<file path="src/sv/y4m_pkg.sv">
// Shared types and constants for the YUV4MPEG2 header line parser.
// No dependencies; imported by every module of the block.
package y4m_pkg;

  // Result status codes
  localparam logic [2:0] ST_OK         = 3'd0;
  localparam logic [2:0] ST_NO_LINE    = 3'd1;
  localparam logic [2:0] ST_BAD_SCAN   = 3'd2;
  localparam logic [2:0] ST_BAD_CHROMA = 3'd3;
  localparam logic [2:0] ST_NO_WIDTH   = 3'd4;
  localparam logic [2:0] ST_NO_HEIGHT  = 3'd5;
  localparam logic [2:0] ST_NO_RATE    = 3'd6;

  // Characters of interest
  localparam logic [7:0] CH_NUL   = 8'h00;
  localparam logic [7:0] CH_LF    = 8'h0A;
  localparam logic [7:0] CH_SPACE = 8'h20;
  localparam logic [7:0] CH_ZERO  = 8'h30;
  localparam logic [7:0] CH_NINE  = 8'h39;
  localparam logic [7:0] CH_COLON = 8'h3A;
  localparam logic [7:0] CH_A     = 8'h41;
  localparam logic [7:0] CH_C     = 8'h43;
  localparam logic [7:0] CH_F     = 8'h46;
  localparam logic [7:0] CH_H     = 8'h48;
  localparam logic [7:0] CH_I     = 8'h49;
  localparam logic [7:0] CH_W     = 8'h57;
  localparam logic [7:0] CH_B_LO  = 8'h62;
  localparam logic [7:0] CH_P_LO  = 8'h70;
  localparam logic [7:0] CH_T_LO  = 8'h74;

  // Field widths
  localparam int DIV_W     = 32;
  localparam int NAME_CHARS = 8;
  localparam int NUM_NAMES = 27;

  localparam logic [4:0] DEPTH_DEFAULT = 5'd8;

  typedef struct packed {
    logic [63:0] name;   // left aligned, zero padded
    logic [3:0]  len;
    logic [2:0]  layout;
    logic [4:0]  depth;
  } chroma_ent_t;

  typedef struct packed {
    logic       hit;
    logic [2:0] layout;
    logic [4:0] depth;
  } chroma_res_t;

  typedef struct packed {
    logic busy;
    logic done;
  } div_stat_t;

  localparam chroma_ent_t CHROMA_TAB [NUM_NAMES] = '{
    '{"420mpeg2",              4'd8, 3'd0, 5'd8},
    '{"420paldv",              4'd8, 3'd0, 5'd8},
    '{{"420jpeg", 8'h00},      4'd7, 3'd0, 5'd8},
    '{{"420p16", 16'h0},       4'd6, 3'd0, 5'd16},
    '{{"422p16", 16'h0},       4'd6, 3'd2, 5'd16},
    '{{"444p16", 16'h0},       4'd6, 3'd3, 5'd16},
    '{{"420p14", 16'h0},       4'd6, 3'd0, 5'd14},
    '{{"422p14", 16'h0},       4'd6, 3'd2, 5'd14},
    '{{"444p14", 16'h0},       4'd6, 3'd3, 5'd14},
    '{{"420p12", 16'h0},       4'd6, 3'd0, 5'd12},
    '{{"422p12", 16'h0},       4'd6, 3'd2, 5'd12},
    '{{"444p12", 16'h0},       4'd6, 3'd3, 5'd12},
    '{{"420p10", 16'h0},       4'd6, 3'd0, 5'd10},
    '{{"422p10", 16'h0},       4'd6, 3'd2, 5'd10},
    '{{"444p10", 16'h0},       4'd6, 3'd3, 5'd10},
    '{{"420p9", 24'h0},        4'd5, 3'd0, 5'd9},
    '{{"422p9", 24'h0},        4'd5, 3'd2, 5'd9},
    '{{"444p9", 24'h0},        4'd5, 3'd3, 5'd9},
    '{{"420", 40'h0},          4'd3, 3'd0, 5'd8},
    '{{"411", 40'h0},          4'd3, 3'd1, 5'd8},
    '{{"422", 40'h0},          4'd3, 3'd2, 5'd8},
    '{{"444", 40'h0},          4'd3, 3'd3, 5'd8},
    '{{"mono16", 16'h0},       4'd6, 3'd4, 5'd16},
    '{{"mono12", 16'h0},       4'd6, 3'd4, 5'd12},
    '{{"mono10", 16'h0},       4'd6, 3'd4, 5'd10},
    '{{"mono9", 24'h0},        4'd5, 3'd4, 5'd9},
    '{{"mono", 32'h0},         4'd4, 3'd4, 5'd8}
  };

endpackage

</file>
<file path="src/sv/y4m_header_line_parser_unit.sv">
// YUV4MPEG2 header line parser: one header byte per request.
// An ordinary byte updates the parse state. A line end registers its result on
// error, else once the quotient of the bit-serial rate divider is stored.
// Input is held off while the divider runs and for the cycle that stores its
// quotient, and a line end waits for a free output register.
// Reset (rst, synchronous) returns to an empty line.
module y4m_header_line_parser_unit #(
  parameter int MAX_LINE    = 80,
  parameter int TOKEN_CHARS = 8
) (
  input  logic        clk,
  input  logic        rst,
  input  logic        in_valid,
  output logic        in_ready,
  input  logic [7:0]  data_byte,
  input  logic        end_of_stream,
  output logic        out_valid,
  input  logic        out_ready,
  output logic [2:0]  status,
  output logic [15:0] frame_width,
  output logic [15:0] frame_height,
  output logic [31:0] rate_numerator,
  output logic [31:0] rate_denominator,
  output logic [31:0] rate_whole,
  output logic [4:0]  sample_depth,
  output logic [2:0]  chroma_layout,
  output logic [1:0]  scan_order
);
  import y4m_pkg::*;

  localparam int LCW = $clog2(MAX_LINE);
  localparam logic [LCW-1:0] LINE_LIM = LCW'(MAX_LINE - 1);

  localparam logic [3:0] PH_GAP  = 4'd0;
  localparam logic [3:0] PH_WID  = 4'd1;
  localparam logic [3:0] PH_HGT  = 4'd2;
  localparam logic [3:0] PH_SCAN = 4'd3;
  localparam logic [3:0] PH_CHR  = 4'd4;
  localparam logic [3:0] PH_RNUM = 4'd5;
  localparam logic [3:0] PH_RDEN = 4'd6;
  localparam logic [3:0] PH_ANUM = 4'd7;
  localparam logic [3:0] PH_ADEN = 4'd8;
  localparam logic [3:0] PH_SKIP = 4'd9;
  localparam logic [3:0] PH_STOP = 4'd10;

  logic [3:0]     phase, phase_next;
  logic [31:0]    acc, acc_next;
  logic           open, open_next;
  logic [15:0]    width, width_next;
  logic [15:0]    height, height_next;
  logic [31:0]    num, num_next;
  logic [31:0]    den, den_next;
  logic [4:0]     depth, depth_next;
  logic [2:0]     layout, layout_next;
  logic [1:0]     scan, scan_next;
  logic [2:0]     err, err_next;
  logic [LCW-1:0] line_count, line_count_next;

  logic [15:0] fin_width, fin_height;
  logic [31:0] fin_num, fin_den;
  logic [4:0]  fin_depth;
  logic [2:0]  fin_layout, fin_err, fin_status;

  logic        in_fire, ends, end_fire, byte_fire, is_digit;
  logic [35:0] mac_wide;
  logic [31:0] mac, acc_word;
  logic [15:0] acc_sat16;
  logic        tok_clear, tok_push;
  logic [3:0]  disp_phase;
  logic        disp_num, disp_tok;

  chroma_res_t chr;
  div_stat_t   dstat;
  logic        div_start;
  logic [31:0] quotient;

  y4m_chroma #(.TOKEN_CHARS(TOKEN_CHARS)) u_chroma (
    .clk       (clk),
    .rst       (rst),
    .clear     (tok_clear),
    .push      (tok_push),
    .data_byte (data_byte),
    .res       (chr)
  );

  y4m_div u_div (
    .clk      (clk),
    .rst      (rst),
    .start    (div_start),
    .dividend (fin_num),
    .divisor  (fin_den),
    .stat     (dstat),
    .quotient (quotient)
  );

  // Handshake: held off by the divider; a line end needs the output register free
  assign ends      = end_of_stream || (data_byte == CH_LF);
  assign in_ready  = !dstat.busy && !dstat.done && (!out_valid || out_ready || !ends);
  assign in_fire   = in_valid && in_ready;
  assign end_fire  = in_fire && ends;
  assign byte_fire = in_fire && !ends && (line_count < LINE_LIM);

  // Decimal accumulate, saturating at 32 bits
  assign is_digit  = (data_byte >= CH_ZERO) && (data_byte <= CH_NINE);
  assign acc_word  = acc;
  assign mac_wide  = {1'b0, acc_word, 3'b000} + {3'b000, acc_word, 1'b0}
                   + {28'd0, data_byte - CH_ZERO};
  assign mac       = (mac_wide[35:32] != 4'd0) ? 32'hFFFF_FFFF : mac_wide[31:0];
  assign acc_sat16 = (acc[31:16] != 16'd0) ? 16'hFFFF : acc[15:0];

  // Close the open token as a line end or zero byte would
  always_comb begin
    fin_width  = width;
    fin_height = height;
    fin_num    = num;
    fin_den    = den;
    fin_depth  = depth;
    fin_layout = layout;
    fin_err    = err;
    priority case (phase)
      PH_WID:  fin_width  = acc_sat16;
      PH_HGT:  fin_height = acc_sat16;
      PH_SCAN: fin_err    = (err == ST_OK) ? ST_BAD_SCAN : err;
      PH_CHR: begin
        if (chr.hit) begin
          fin_layout = chr.layout;
          fin_depth  = chr.depth;
        end else begin
          fin_err = (err == ST_OK) ? ST_BAD_CHROMA : err;
        end
      end
      PH_RNUM: begin
        fin_num = acc;
        fin_den = 32'd0;
      end
      PH_RDEN: fin_den = acc;
      default: ;
    endcase
  end

  // Line status, first error wins
  always_comb begin
    if (end_of_stream && (line_count == '0)) begin
      fin_status = ST_NO_LINE;
    end else if (fin_err != ST_OK) begin
      fin_status = fin_err;
    end else if (fin_width == 16'd0) begin
      fin_status = ST_NO_WIDTH;
    end else if (fin_height == 16'd0) begin
      fin_status = ST_NO_HEIGHT;
    end else if ((fin_num == 32'd0) || (fin_den == 32'd0)) begin
      fin_status = ST_NO_RATE;
    end else begin
      fin_status = ST_OK;
    end
  end

  // Token key decode
  always_comb begin
    disp_num = 1'b0;
    disp_tok = 1'b0;
    unique case (data_byte)
      CH_SPACE: disp_phase = PH_GAP;
      CH_W: begin
        disp_phase = PH_WID;
        disp_num   = 1'b1;
      end
      CH_H: begin
        disp_phase = PH_HGT;
        disp_num   = 1'b1;
      end
      CH_F: begin
        disp_phase = PH_RNUM;
        disp_num   = 1'b1;
      end
      CH_A: disp_phase = PH_ANUM;
      CH_I: disp_phase = PH_SCAN;
      CH_C: begin
        disp_phase = PH_CHR;
        disp_tok   = 1'b1;
      end
      default: disp_phase = PH_SKIP;
    endcase
  end

  // Per-byte parse step
  always_comb begin
    phase_next      = phase;
    acc_next        = acc;
    open_next       = open;
    width_next      = width;
    height_next     = height;
    num_next        = num;
    den_next        = den;
    depth_next      = depth;
    layout_next     = layout;
    scan_next       = scan;
    err_next        = err;
    line_count_next = line_count;
    tok_clear       = 1'b0;
    tok_push        = 1'b0;

    if (end_fire) begin
      phase_next      = PH_GAP;
      acc_next        = 32'd0;
      open_next       = 1'b1;
      width_next      = 16'd0;
      height_next     = 16'd0;
      num_next        = 32'd0;
      den_next        = 32'd0;
      depth_next      = DEPTH_DEFAULT;
      layout_next     = 3'd0;
      scan_next       = 2'd0;
      err_next        = ST_OK;
      line_count_next = '0;
      tok_clear       = 1'b1;
    end else if (byte_fire) begin
      line_count_next = line_count + 1'b1;
      if (phase != PH_STOP) begin
        if (data_byte == CH_NUL) begin
          width_next  = fin_width;
          height_next = fin_height;
          num_next    = fin_num;
          den_next    = fin_den;
          depth_next  = fin_depth;
          layout_next = fin_layout;
          err_next    = fin_err;
          phase_next  = PH_STOP;
        end else begin
          priority case (phase)
            PH_GAP, PH_WID, PH_HGT: begin
              if ((phase != PH_GAP) && is_digit) begin
                if (open) acc_next = mac;
              end else begin
                if (phase == PH_WID) width_next = acc_sat16;
                if (phase == PH_HGT) height_next = acc_sat16;
                phase_next = disp_phase;
                if (disp_num) begin
                  acc_next  = 32'd0;
                  open_next = 1'b1;
                end
                tok_clear = disp_tok;
              end
            end
            PH_SCAN: begin
              phase_next = PH_GAP;
              if (data_byte == CH_P_LO) begin
                scan_next = 2'd0;
              end else if (data_byte == CH_T_LO) begin
                scan_next = 2'd1;
              end else if (data_byte == CH_B_LO) begin
                scan_next = 2'd2;
              end else begin
                err_next   = fin_err;
                phase_next = PH_STOP;
              end
            end
            PH_CHR: begin
              if (data_byte == CH_SPACE) begin
                depth_next  = fin_depth;
                layout_next = fin_layout;
                err_next    = fin_err;
                phase_next  = chr.hit ? PH_GAP : PH_STOP;
              end else begin
                tok_push = 1'b1;
              end
            end
            PH_RNUM, PH_RDEN: begin
              if ((phase == PH_RNUM) && (data_byte == CH_COLON)) begin
                num_next   = acc;
                phase_next = PH_RDEN;
                acc_next   = 32'd0;
                open_next  = 1'b1;
              end else if ((phase == PH_RDEN) && (data_byte == CH_SPACE)) begin
                den_next   = acc;
                phase_next = PH_GAP;
              end else if (open && is_digit) begin
                acc_next = mac;
              end else begin
                open_next = 1'b0;
              end
            end
            PH_ANUM: begin
              if (data_byte == CH_COLON) phase_next = PH_ADEN;
            end
            PH_ADEN, PH_SKIP: begin
              if (data_byte == CH_SPACE) phase_next = PH_GAP;
            end
            default: phase_next = PH_STOP;
          endcase
        end
      end
    end
  end

  // Parse state registers
  always_ff @(posedge clk) begin
    if (rst) begin
      phase      <= PH_GAP;
      acc        <= 32'd0;
      open       <= 1'b1;
      width      <= 16'd0;
      height     <= 16'd0;
      num        <= 32'd0;
      den        <= 32'd0;
      depth      <= DEPTH_DEFAULT;
      layout     <= 3'd0;
      scan       <= 2'd0;
      err        <= ST_OK;
      line_count <= '0;
    end else begin
      phase      <= phase_next;
      acc        <= acc_next;
      open       <= open_next;
      width      <= width_next;
      height     <= height_next;
      num        <= num_next;
      den        <= den_next;
      depth      <= depth_next;
      layout     <= layout_next;
      scan       <= scan_next;
      err        <= err_next;
      line_count <= line_count_next;
    end
  end

  // Start the divider only for a good line
  assign div_start = end_fire && (fin_status == ST_OK);

  // Result register
  always_ff @(posedge clk) begin
    if (rst) begin
      out_valid <= 1'b0;
    end else if (end_fire) begin
      out_valid <= (fin_status != ST_OK);
    end else if (dstat.done) begin
      out_valid <= 1'b1;
    end else if (out_ready) begin
      out_valid <= 1'b0;
    end
  end

  always_ff @(posedge clk) begin
    if (end_fire) begin
      status           <= fin_status;
      frame_width      <= fin_width;
      frame_height     <= fin_height;
      rate_numerator   <= fin_num;
      rate_denominator <= fin_den;
      rate_whole       <= 32'd0;
      sample_depth     <= fin_depth;
      chroma_layout    <= fin_layout;
      scan_order       <= scan;
    end else if (dstat.done) begin
      rate_whole <= quotient;
    end
  end

endmodule

</file>
<file path="src/sv/y4m_chroma.sv">
// Chroma token store and name matcher for the header line parser.
// Depends on y4m_pkg for the name table and result struct.
module y4m_chroma #(
  parameter int TOKEN_CHARS = 8
) (
  input  logic                  clk,
  input  logic                  rst,
  input  logic                  clear,
  input  logic                  push,
  input  logic [7:0]            data_byte,
  output y4m_pkg::chroma_res_t  res
);
  import y4m_pkg::*;

  localparam int IW = $clog2(TOKEN_CHARS);
  localparam int LW = $clog2(TOKEN_CHARS + 2);

  logic [7:0]    store [TOKEN_CHARS];
  logic [LW-1:0] len;
  logic [63:0]   word;

  // Hold the name bytes; extra bytes only count towards the length
  always_ff @(posedge clk) begin
    if (push && (len < LW'(TOKEN_CHARS))) begin
      store[len[IW-1:0]] <= data_byte;
    end
  end

  always_ff @(posedge clk) begin
    if (rst || clear) begin
      len <= '0;
    end else if (push && (len <= LW'(TOKEN_CHARS))) begin
      len <= len + 1'b1;
    end
  end

  // Pack the first name characters, first byte on top
  always_comb begin
    for (int i = 0; i < NAME_CHARS; i++) begin
      word[63-8*i -: 8] = store[i];
    end
  end

  // Compare against every known name at once
  always_comb begin
    logic [63:0] mask;
    res = '{hit: 1'b0, layout: 3'd0, depth: DEPTH_DEFAULT};
    for (int k = 0; k < NUM_NAMES; k++) begin
      mask = ~({64{1'b1}} >> (8 * int'(CHROMA_TAB[k].len)));
      if ((len == LW'(CHROMA_TAB[k].len)) && ((word & mask) == CHROMA_TAB[k].name)) begin
        res.hit    = 1'b1;
        res.layout = CHROMA_TAB[k].layout;
        res.depth  = CHROMA_TAB[k].depth;
      end
    end
  end

endmodule

</file>
<file path="src/sv/y4m_div.sv">
// Restoring divider, one quotient bit per cycle, for the frame rate.
// Depends on y4m_pkg for the operand width and status struct.
module y4m_div (
  input  logic                          clk,
  input  logic                          rst,
  input  logic                          start,
  input  logic [y4m_pkg::DIV_W-1:0]     dividend,
  input  logic [y4m_pkg::DIV_W-1:0]     divisor,
  output y4m_pkg::div_stat_t            stat,
  output logic [y4m_pkg::DIV_W-1:0]     quotient
);
  import y4m_pkg::*;

  localparam int CW = $clog2(DIV_W);

  logic [DIV_W-1:0] rem;
  logic [DIV_W-1:0] den;
  logic [CW-1:0]    cnt;
  logic             busy;
  logic             done;
  logic [DIV_W:0]   trial;
  logic             ge;

  // Shift in the next dividend bit and try a subtract
  assign trial = {rem, quotient[DIV_W-1]};
  assign ge    = trial >= {1'b0, den};

  always_ff @(posedge clk) begin
    if (rst) begin
      busy <= 1'b0;
      done <= 1'b0;
      cnt  <= '0;
    end else begin
      done <= 1'b0;
      if (start) begin
        busy <= 1'b1;
        cnt  <= CW'(DIV_W - 1);
      end else if (busy) begin
        cnt <= cnt - 1'b1;
        if (cnt == '0) begin
          busy <= 1'b0;
          done <= 1'b1;
        end
      end
    end
  end

  // Quotient register doubles as the dividend shifter
  always_ff @(posedge clk) begin
    if (start) begin
      rem      <= '0;
      den      <= divisor;
      quotient <= dividend;
    end else if (busy) begin
      rem      <= ge ? DIV_W'(trial - {1'b0, den}) : trial[DIV_W-1:0];
      quotient <= {quotient[DIV_W-2:0], ge};
    end
  end

  assign stat = '{busy: busy, done: done};

endmodule

</file>
<file path="config.mk">
export PLATFORM = sky130hd
export DESIGN_NAME = y4m_header_line_parser_unit
export DESIGN_NICKNAME = d
export VERILOG_FILES = /design/src/sv/y4m_pkg.sv /design/src/sv/y4m_header_line_parser_unit.sv /design/src/sv/y4m_chroma.sv /design/src/sv/y4m_div.sv
export SDC_FILE = /design/constraint.sdc
export NUM_CORES = 1
export LEC_CHECK = 0
export BUFFER_PORTS_ARGS = -buffer_cell sky130_fd_sc_hd__buf_2
export CAP_MARGIN = 10
export CELL_PAD_IN_SITES_DETAIL_PLACEMENT = 1
export CELL_PAD_IN_SITES_GLOBAL_PLACEMENT = 2
export CORE_ASPECT_RATIO = 1.75
export CORE_MARGIN = 2
export CORE_UTILIZATION = 36
export DETAILED_ROUTE_END_ITERATION = 6
export HOLD_SLACK_MARGIN = 0.12
export PLACE_DENSITY_LB_ADDON = 0.1
export SYNTH_ARGS = -nofsm -noshare
export SYNTH_HDL_FRONTEND = slang
export SYNTH_SLANG_ARGS = --single-unit
</file>
<file path="constraint.sdc">
create_clock -name clk -period 5.7 [get_ports clk]
set_input_delay 1.14 -clock clk [delete_from_list [all_inputs] [get_ports clk]]
set_output_delay 1.14 -clock clk [all_outputs]
set_load 0.01 [all_outputs]
</file>
==> results of run 1 <==
[worst register-to-register path: stages (launching register included)]
cell and delay, ns:
dfxtp_1 0.70, inv_1 0.62, a22oi_1 0.35, a2bb2oi_1 0.41
nand4_1 0.14, nor4_1 0.73, a21oi_1 0.19, nor4_1 0.53
nor4_4 0.13, buf_12 0.22, mux2_1 0.59
[metal layers]
metal / GRT usage (%) / wire, um
met1: 25.4 / 30500
met2: 43.9 / 41900
met3: 2.25 / 1600
met4: 8.58 / 2730
met5: 0 / 0
[how the worst max path moves through the flow]
| stage | start | end | slack, ns |
|---|---|---|---|
| after detailed placement | data_byte[5] | acc[25]$_SDFFE_PP0P_ | 0.34 |
| after floorplan | data_byte[4] | acc[31]$_SDFFE_PP0P_ | 1.04 |
| after global placement | data_byte[5] | acc[25]$_SDFFE_PP0P_ | 0.38 |
| after global routing | phase[1]$_SDFFE_PP0P_ | u_div.quotient[14]$_DFFE_PP_ | 0.61 |
| final | phase[1]$_SDFFE_PP0P_ | u_div.quotient[19]$_DFFE_PP_ | 0.84 |
| after CTS | phase[1]$_SDFFE_PP0P_ | u_div.quotient[13]$_DFFE_PP_ | 0.86 |
[per-stage QoR]
step	setup slack (ns)	std cells	hold slack, ns	util, %	instance area [um^2]
after CTS	0.855	3382	0.435	41.6	27100
after detailed placement	0.343	3297	0.420	39.2	25500
final	0.841	3382	0.434	41.6	27100
after floorplan	1.04	2370	0.408	-	23600
after global routing	0.614	3382	0.452	41.6	27100
after global placement	0.375	3297	0.416	39.2	25500
[power groups by stage]
stage          registers, W  clock network (W)  logic, W
6_report            0.00368            0.00326  0.000591
5_1_grt             0.00369            0.00345  0.000654
4_1_cts             0.00368            0.00335  0.000604
3_5_place_dp        0.00376                  0  0.000601
3_3_place_gp        0.00375                  0  0.000590
2_1_floorplan       0.00377                  0  0.000348
[placed cells by master, fill, tap and decap left out, drive strengths merged, types with 19 or more instances in the layout]
cell     synthesis  layout
a211oi          53      53
a21o            34      34
a21oi          206     206
a22o            19      19
a22oi           28      28
a2bb2oi         28      28
buf             25     221
clkbuf          88      57
dfxtp          229     229
edfxtp         237     237
ha             103     103
inv            114     116
mux2            73      73
mux2i           71      71
nand2          237     237
nand2b          22      22
nand3           26      26
nand4           28      28
nor2           293     293
nor3            41      41
nor4            32      32
o21ai           85      85
xnor2           43      43
xor2            22      22
[state kept, by name (all words and copies together) (netlist names), 5 cells and up]
register / cells
rate_numerator: 32
frame_width: 16
den: 32
acc: 32
u_div.rem: 32
u_div.cnt: 5
u_div.den: 32
line_count: 7
sample_depth: 5
width: 16
num: 32
frame_height: 16
rate_whole: 32
height: 16
depth: 5
u_chroma.store: 64
rate_denominator: 32
u_div.quotient: 32
[final cells by class]
class	count	area (um^2)	share of cell area, %
sequential	466	11700	43.2
tap	819	1020	3.78
clock inverter	28	313	1.16
multi-input combinational	1677	11000	40.7
timing repair buffer	221	1310	4.83
clock buffer	57	1260	4.67
inverter	114	428	1.58
[kinds of logic after synthesis]
| family | count (synthesis) | share of synthesized area, % |
|---|---|---|
| simple gates | 801 | 16.2 |
| compound gates | 557 | 15.4 |
| flops | 466 | 49.6 |
| buf+inv | 227 | 3.86 |
| mux | 144 | 6.50 |
| fa+ha+maj | 110 | 6.06 |
| xor+xnor | 65 | 2.41 |
==> flow_summary.json, run 1 <==
{
  "setup_viol": 0,
  "io_pins": 156,
  "drt_iter0_markers": 710,
  "slew_headroom_pct": 28.5,
  "root_buffer": "clkbuf_16",
  "hold_buffers": 0,
  "rows": 124,
  "synth_most_common_cell": "nor2_1",
  "p_seq_share_pct": 48.9,
  "reg2regPathDepth": 10,
  "yosys-top-cells-count": "293 x nor2_1, 237 x edfxtp_1, 237 x nand2_1",
  "clkPwrFrac_pct": 43.2,
  "syn_area_mm2": 0.0236,
  "worstSkewPairLatency_ns": 0.61,
  "core-area_mm2": 0.0650,
  "criticalPathCategory": "reg -> reg",
  "ys_ff_latch": 466,
  "drive_gt1_share_pct": 14.7,
  "status": "finished, final reports clean",
  "cts.sinks": 466,
  "power.leakage_nw": 10.9,
  "die_w_um": 197,
  "p_int_w": 0.00568,
  "crit_required_ns": 6.04,
  "wire_per_inst_um": 22.7,
  "syn_to_final_growth_pct": 14.8,
  "finalPower_w": 0.00753,
  "dieArea_mm2": 0.0677,
  "critPathTopFamily": "simple AND/OR/NAND/NOR gates",
  "path_common_cell": "nor4_1",
  "vdd_drop_max_mv": 0.204,
  "drv_slew": 0,
  "r2r-end": "u_div.quotient[19]$_DFFE_PP_",
  "synth_warnings": 0,
  "track_usage_pct": 22.7,
  "clk_pin_slew_ns": 0.07,
  "maxCapViolCount": 0,
  "synthFlopType": "edfxtp_1",
  "crit_chain": "inv_1, a22oi_1, a2bb2oi_1, nand4_1, nor4_1, a21oi_1, nor4_1, nor4_4, buf_12, mux2_1",
  "crit_arrival_ns": 5.20,
  "ys_seq_area_share_pct": 49.6,
  "worst-path-buf-inv": 2,
  "synth.largest_area_cell": "edfxtp_1",
  "firstDrtPassIters": 5,
  "cp.depth": 10,
  "async_flop_share_pct": 0,
  "min_period_ns": 4.86,
  "setup_tns_ns": 0,
  "gp_routability_congestion": 0.876,
  "synthCells": 2370,
  "grt_pass1_wl_mm": 118,
  "die_h_um": 343,
  "fmax_mhz": 206,
  "min_path_cells": 0,
  "wl_mm": 76.7,
  "vias_per_cell": 5.53,
  "cp_max_fo": 89,
  "vias": 18691,
  "cpPeakStageDelay_ns": 0.73,
  "n_fill_cell": 7221,
  "syn_area_per_cell_um2": 9.95,
  "start_util_pct": 36.3,
  "tightest_slew_ns": 1.06,
  "hold_path_class": "reg -> reg",
  "final_antenna_net_count": 0,
  "hold_start": "scan[1]$_SDFFE_PP0P_",
  "drc_errors": 0,
  "netSwitchingFraction_pct": 24.5,
  "numCtsBuffers": 46,
  "clock_skew_ns": 0.0229,
  "io_buffers": 155,
  "synth_enable_flop_cells": 237,
  "post_cts_resized": 0,
  "cts_htree_levels": 2,
  "switching_power_w": 0.00185,
  "power.density_mw_per_mm2": 278,
  "rsz0062_at_grt": "no",
  "grt_pass1_vias": 19870,
  "critPathLaunchType": "register",
  "period_share_pct": 85.3,
  "yosys-top-cells-area": "edfxtp_1 30%, dfxtp_1 19%, ha_1 5.5%",
  "final_nets": 2649,
  "dp_hpwl_mm": 56.1,
  "syn_nets": 2493,
  "combinationalPowerShare_pct": 7.9,
  "cts_tree": "yes",
  "synth_top_area_share_pct": 30.2,
  "antenna_found_initial": 0,
  "endpoint_kind": "register",
  "hold_end": "scan_order[1]$_DFFE_PP_",
  "reg2reg_from": "phase[1]$_SDFFE_PP0P_",
  "cts_setup_buffers": 0,
  "final_hold_viol_count": 0,
  "grt_start_max_net_pins": 90,
  "n_antenna_cell": 0,
  "clockBufferDepth": 3,
  "slowest_stage": "nor4_1",
  "grt_overflow": 0,
  "synth_cell_types": 85,
  "reg2reg_slack_ns": 0.84
}
(Power assumes the default switching activity.)
==> run 2: changes to the inputs <==
Settings changed: BUFFER_PORTS_ARGS -buffer_cell sky130_fd_sc_hd__buf_2 to not set, CORE_UTILIZATION 36 to 38, DONT_BUFFER_PORTS set to 1.
==> flow_summary.json, run 2 (synthesized netlist as in run 1, its figures left out) <==
{
  "cts.sinks": 466,
  "antenna_found_initial": 0,
  "dp_hpwl_mm": 54.1,
  "hold_end": "scan_order[1]$_DFFE_PP_",
  "grt_util_met2_pct": 45.3,
  "rows": 120,
  "final_cell_mix": "292 x nor2_1, 237 x nand2_1, 237 x edfxtp_1",
  "utilization_pct": 43.0,
  "tightest_slew_ns": 0.992,
  "r2r-end": "u_div.quotient[13]$_DFFE_PP_",
  "hold_start": "scan[1]$_SDFFE_PP0P_",
  "setup_tns_ns": 0,
  "grt_pass1_wl_mm": 116,
  "cpPeakStageDelay_ns": 0.63,
  "clk_pin_slew_ns": 0.06,
  "reg2reg_from": "phase[0]$_SDFFE_PP0P_",
  "io_buffers": 0,
  "min_period_ns": 4.79,
  "drt_iter0_markers": 828,
  "crit_required_ns": 6.21,
  "multiInputGateArea_mm2": 0.0110,
  "clock_skew_ns": 0.0214,
  "endpoint_kind": "register",
  "status": "finished, final reports clean",
  "min_path_cells": 0,
  "grt_start_max_net_pins": 145,
  "cts_tree": "yes",
  "cts_setup_buffers": 0,
  "criticalPathCategory": "in -> reg",
  "critPathLaunchType": "input pin",
  "slowest_stage": "a211o_1",
  "worst-path-buf-inv": 2,
  "power.leakage_nw": 10.3,
  "final_hold_viol_count": 0,
  "root_buffer": "clkbuf_16",
  "vias": 18143,
  "power.density_mw_per_mm2": 291,
  "grt_overflow": 0,
  "start_util_pct": 38.5,
  "use_met1_pct": 26.1,
  "cp_max_fo": 21,
  "hold_buffers": 0,
  "hold_path_class": "reg -> reg",
  "reg2regPathDepth": 11,
  "firstDrtPassIters": 5,
  "drive_gt1_share_pct": 9.07,
  "drc_errors": 0,
  "core-area_mm2": 0.0613,
  "fmax_mhz": 209,
  "setup_viol": 0,
  "post_cts_resized": 0,
  "grt_pass1_vias": 19163,
  "use_met3_pct": 2.43,
  "wl_mm": 74.8,
  "clockBufferDepth": 3,
  "hold_ws_ns": 0.442,
  "worstSkewPairLatency_ns": 0.61,
  "track_usage_pct": 23.4,
  "final_common_cell": "nor2_1",
  "crit_arrival_ns": 5.30,
  "maxCapViolCount": 0,
  "numCtsBuffers": 47,
  "syn_to_final_growth_pct": 11.7,
  "rsz0062_at_grt": "no",
  "wire_per_inst_um": 23.4,
  "die_h_um": 334,
  "drv_slew": 0,
  "n_fill_cell": 6853,
  "cts_htree_levels": 2,
  "slew_headroom_pct": 33.6,
  "die_w_um": 192,
  "n_antenna_cell": 0,
  "final_nets": 2488,
  "period_share_pct": 84.0,
  "io_pins": 156,
  "gp_routability_congestion": 0.849,
  "final_antenna_net_count": 0,
  "regArea_mm2": 0.0117,
  "vdd_drop_max_mv": 0.241,
  "vias_per_cell": 5.68,
  "critPathTopFamily": "compound AO/OA/AOI/OAI gates",
  "reg2reg_slack_ns": 1.03,
  "crit_chain": "ha_1, xor2_1, fa_1, inv_1, ha_1, o21ai_0, or3_1, a21o_1, a311o_1, a31oi_1, a211oi_1, a311oi_1, a211o_1, buf_4, nor2_1, o21ai_0",
  "dieArea_mm2": 0.0642,
  "largest_register_ffs": 64,
  "top_usage_layer": "met2"
}
run 2: where the power goes:
| part | internal, W | leakage, nW | switching, W |
|---|---|---|---|
| Sequential | 0.00363 | 3.99 | 0.0000904 |
| Clock | 0.00205 | 0.834 | 0.00142 |
| Combinational | 0.000157 | 5.45 | 0.000320 |
run 2: through the flow:
step / power, W / setup WS, ns / std cells / cell area [um^2]
after floorplan: 0.00412 / 1.04 / 2370 / 23600
after global placement: 0.00427 / 0.291 / 3109 / 24600
final: 0.00767 / 0.912 / 3196 / 26300
after global routing: 0.00792 / 0.574 / 3196 / 26300
after detailed placement: 0.00428 / 0.267 / 3109 / 24600
after CTS: 0.00776 / 0.890 / 3196 / 26300
run 2: how the worst max path moves through the flow:
stage,start,to,slack (ns),depth (start not counted)
finish,data_byte[4],acc[11]$_SDFFE_PP0P_,0.91,16
global route,data_byte[4],acc[11]$_SDFFE_PP0P_,0.57,16
CTS,data_byte[4],acc[11]$_SDFFE_PP0P_,0.89,16
detailed placement,data_byte[4],acc[11]$_SDFFE_PP0P_,0.27,16
global placement,data_byte[4],acc[8]$_SDFFE_PP0P_,0.29,16
floorplan,data_byte[4],acc[31]$_SDFFE_PP0P_,1.04,16
run 2: worst reg2reg max path, delay by kind of cell (launching register included):
kind	cells	cell delay (ns)
AND/OR/NAND/NOR	6	2.05
multiplexers	2	0.91
buffers and inverters	2	0.74
flip-flops	1	0.64
AO/OA/AOI/OAI	1	0.09
run 2: area by class of cell:
type | count | area share, %
Clock buffer | 52 | 4.61
Sequential cell | 466 | 44.4
Tap cell | 793 | 3.77
Timing Repair Buffer | 59 | 1.82
Multi-Input combinational cell | 1677 | 41.9
Clock inverter | 35 | 1.86
Inverter | 114 | 1.62
run 2: per-layer routing:
layer / share of wire [%] / vias to the layer above
met5: 0 / -
met3: 2.5 / 111
met4: 3.1 / 0
li1: - / 8593
met1: 39 / 9170
met2: 56 / 269
==> run 3: changes to the inputs <==
Clock period 5.7 ns to 4.21 ns, I/O delays scaled along.
==> flow_summary.json, run 3 (synthesized netlist as in run 1, its figures left out) <==
{
  "drive_gt1_share_pct": 11.9,
  "maxCapViolCount": 0,
  "grt_start_max_net_pins": 68,
  "layoutNonFillerInstCount": 3274,
  "clk_pin_slew_ns": 0.07,
  "reg2reg_from": "acc[2]$_SDFFE_PP0P_",
  "slew_headroom_pct": 44.2,
  "final_nets": 2566,
  "core-area_mm2": 0.0613,
  "rsz0062_at_grt": "no",
  "reg2reg_slack_ns": 0.24,
  "critPathLaunch": "acc[2]$_SDFFE_PP0P_",
  "combinationalPowerShare_pct": 6.9,
  "power.density_mw_per_mm2": 371,
  "gp_routability_congestion": 0.855,
  "vdd_drop_max_mv": 0.345,
  "cts_htree_levels": 2,
  "n_antenna_cell": 0,
  "dp_cells": 3187,
  "cts.sinks": 466,
  "antenna_found_initial": 0,
  "final_common_cell": "nor2_1",
  "io_buffers": 0,
  "grt_overflow": 0,
  "clock_skew_ns": 0.0312,
  "critPathLaunchType": "register",
  "numCtsBuffers": 47,
  "netSwitchingFraction_pct": 24.7,
  "hold_buffers": 0,
  "switching_power_w": 0.00246,
  "drc_errors": 0,
  "final_antenna_net_count": 0,
  "tightest_slew_ns": 0.836,
  "io_pins": 156,
  "clockBufferDepth": 3,
  "crit_arrival_ns": 4.45,
  "root_buffer": "clkbuf_16",
  "drv_slew": 0,
  "p_int_w": 0.00749,
  "status": "finished, final reports clean",
  "endpoint_kind": "register",
  "criticalPathCategory": "reg -> reg",
  "die_h_um": 334,
  "firstDrtPassIters": 5,
  "vias_per_cell": 5.58,
  "worstSkewPairLatency_ns": 0.62,
  "hold_start": "rst",
  "power.leakage_nw": 10.6,
  "syn_to_final_growth_pct": 13.8,
  "cts_setup_buffers": 0,
  "period_share_pct": 94.2,
  "p_seq_share_pct": 50.6,
  "rows": 120,
  "die_w_um": 192,
  "dp_hpwl_mm": 56.4,
  "largest_register_ffs": 64,
  "dpl_cell_area_mm2": 0.0253,
  "clkPwrFrac_pct": 42.4,
  "setup_viol": 0,
  "track_usage_pct": 23.9,
  "dieArea_mm2": 0.0642,
  "min_period_ns": 3.97,
  "final_cell_mix": "292 x nor2_1, 237 x nand2_1, 237 x edfxtp_1",
  "stdcell_area_mm2": 0.0268,
  "post_cts_resized": 0,
  "cts_tree": "yes",
  "hold_ws_ns": 0.317,
  "wire_per_inst_um": 23.3,
  "start_util_pct": 38.5,
  "fmax_mhz": 252,
  "crit_required_ns": 4.69,
  "cp_max_fo": 13,
  "wl_mm": 76.3,
  "grt_pass1_vias": 19585,
  "drt_iter0_markers": 749,
  "final_hold_viol_count": 0,
  "n_fill_cell": 6870,
  "hold_path_class": "in -> reg",
  "vias": 18269,
  "grt_pass1_wl_mm": 117
}
[run 3: cell count changes in the layout (fill, tap and decap cells not counted), moves of 5 or more]
cell / previous run / this run
buf_12: 3 / 9
clkinv_1: 7 / 2
clkbuf_1: 3 / 13
buf_4: 56 / 128
bufinv_16: 11 / 3
[run 3: area by class of cell]
class | instances | area [um^2] | share of cell area [%]
tap | 793 | 992 | 3.70
clock inverter | 24 | 229 | 0.853
multi-input combinational | 1677 | 11100 | 41.2
inverter | 114 | 428 | 1.60
timing repair buffer | 137 | 1140 | 4.25
clock buffer | 63 | 1280 | 4.76
sequential | 466 | 11700 | 43.6
[run 3: path summary, 6_finish.rpt]
kind                                    end  cells after the start
setup / recovery       acc[28]$_SDFFE_PP0P_                     15
hold / removal    u_div.cnt[4]$_SDFFE_PP0P_                      1
setup reg to reg       acc[28]$_SDFFE_PP0P_                     15
hold reg to reg     scan_order[0]$_DFFE_PP_                      0
[run 3: layer usage]
| layer | share of wire, % | track usage [%] | wire (um) | up-vias |
|---|---|---|---|---|
| li1 | - | - | - | 8746 |
| met1 | 38 | 25.7 | 29300 | 9142 |
| met2 | 56 | 46.8 | 42500 | 261 |
| met3 | 2.6 | 3.00 | 1990 | 120 |
| met4 | 3.3 | 8.09 | 2530 | 0 |
| met5 | 0 | 0 | 0 | - |
[run 3: worst max-delay path: stages, from the launching register on]
cell and delay (ns):
dfxtp_1 0.41, inv_1 0.16, fa_1 0.58, inv_1 0.05, ha_1 0.30, o21ai_0 0.12
or3_1 0.39, a21o_1 0.22, a311o_1 0.37, a31oi_4 0.22, and3_1 0.18, a311oi_1 0.05
a211o_1 0.35, buf_4 0.22, nor2_1 0.12, o21ai_0 0.09
[run 3: per-stage QoR]
| stage | TNS (ns) | setup slack, ns | utilization [%] | power [W] |
|---|---|---|---|---|
| after floorplan | 0 | 0.0131 | - | 0.00557 |
| after global placement | -5.82 | -0.235 | 41.3 | 0.00582 |
| after detailed placement | -8.17 | -0.309 | 41.3 | 0.00583 |
| after CTS | 0 | 0.0974 | 43.8 | 0.0101 |
| after global routing | 0 | 0.0108 | 43.8 | 0.0103 |
| final | 0 | 0.244 | 43.8 | 0.00995 |
[run 3: power by group through the flow]
stage	clock [W]	sequential (W)	combinational, W
floorplan	0	0.00510	0.000472
global placement	0	0.00514	0.000681
detailed placement	0	0.00514	0.000694
CTS	0.00434	0.00504	0.000701
global route	0.00449	0.00505	0.000765
finish	0.00422	0.00504	0.000690
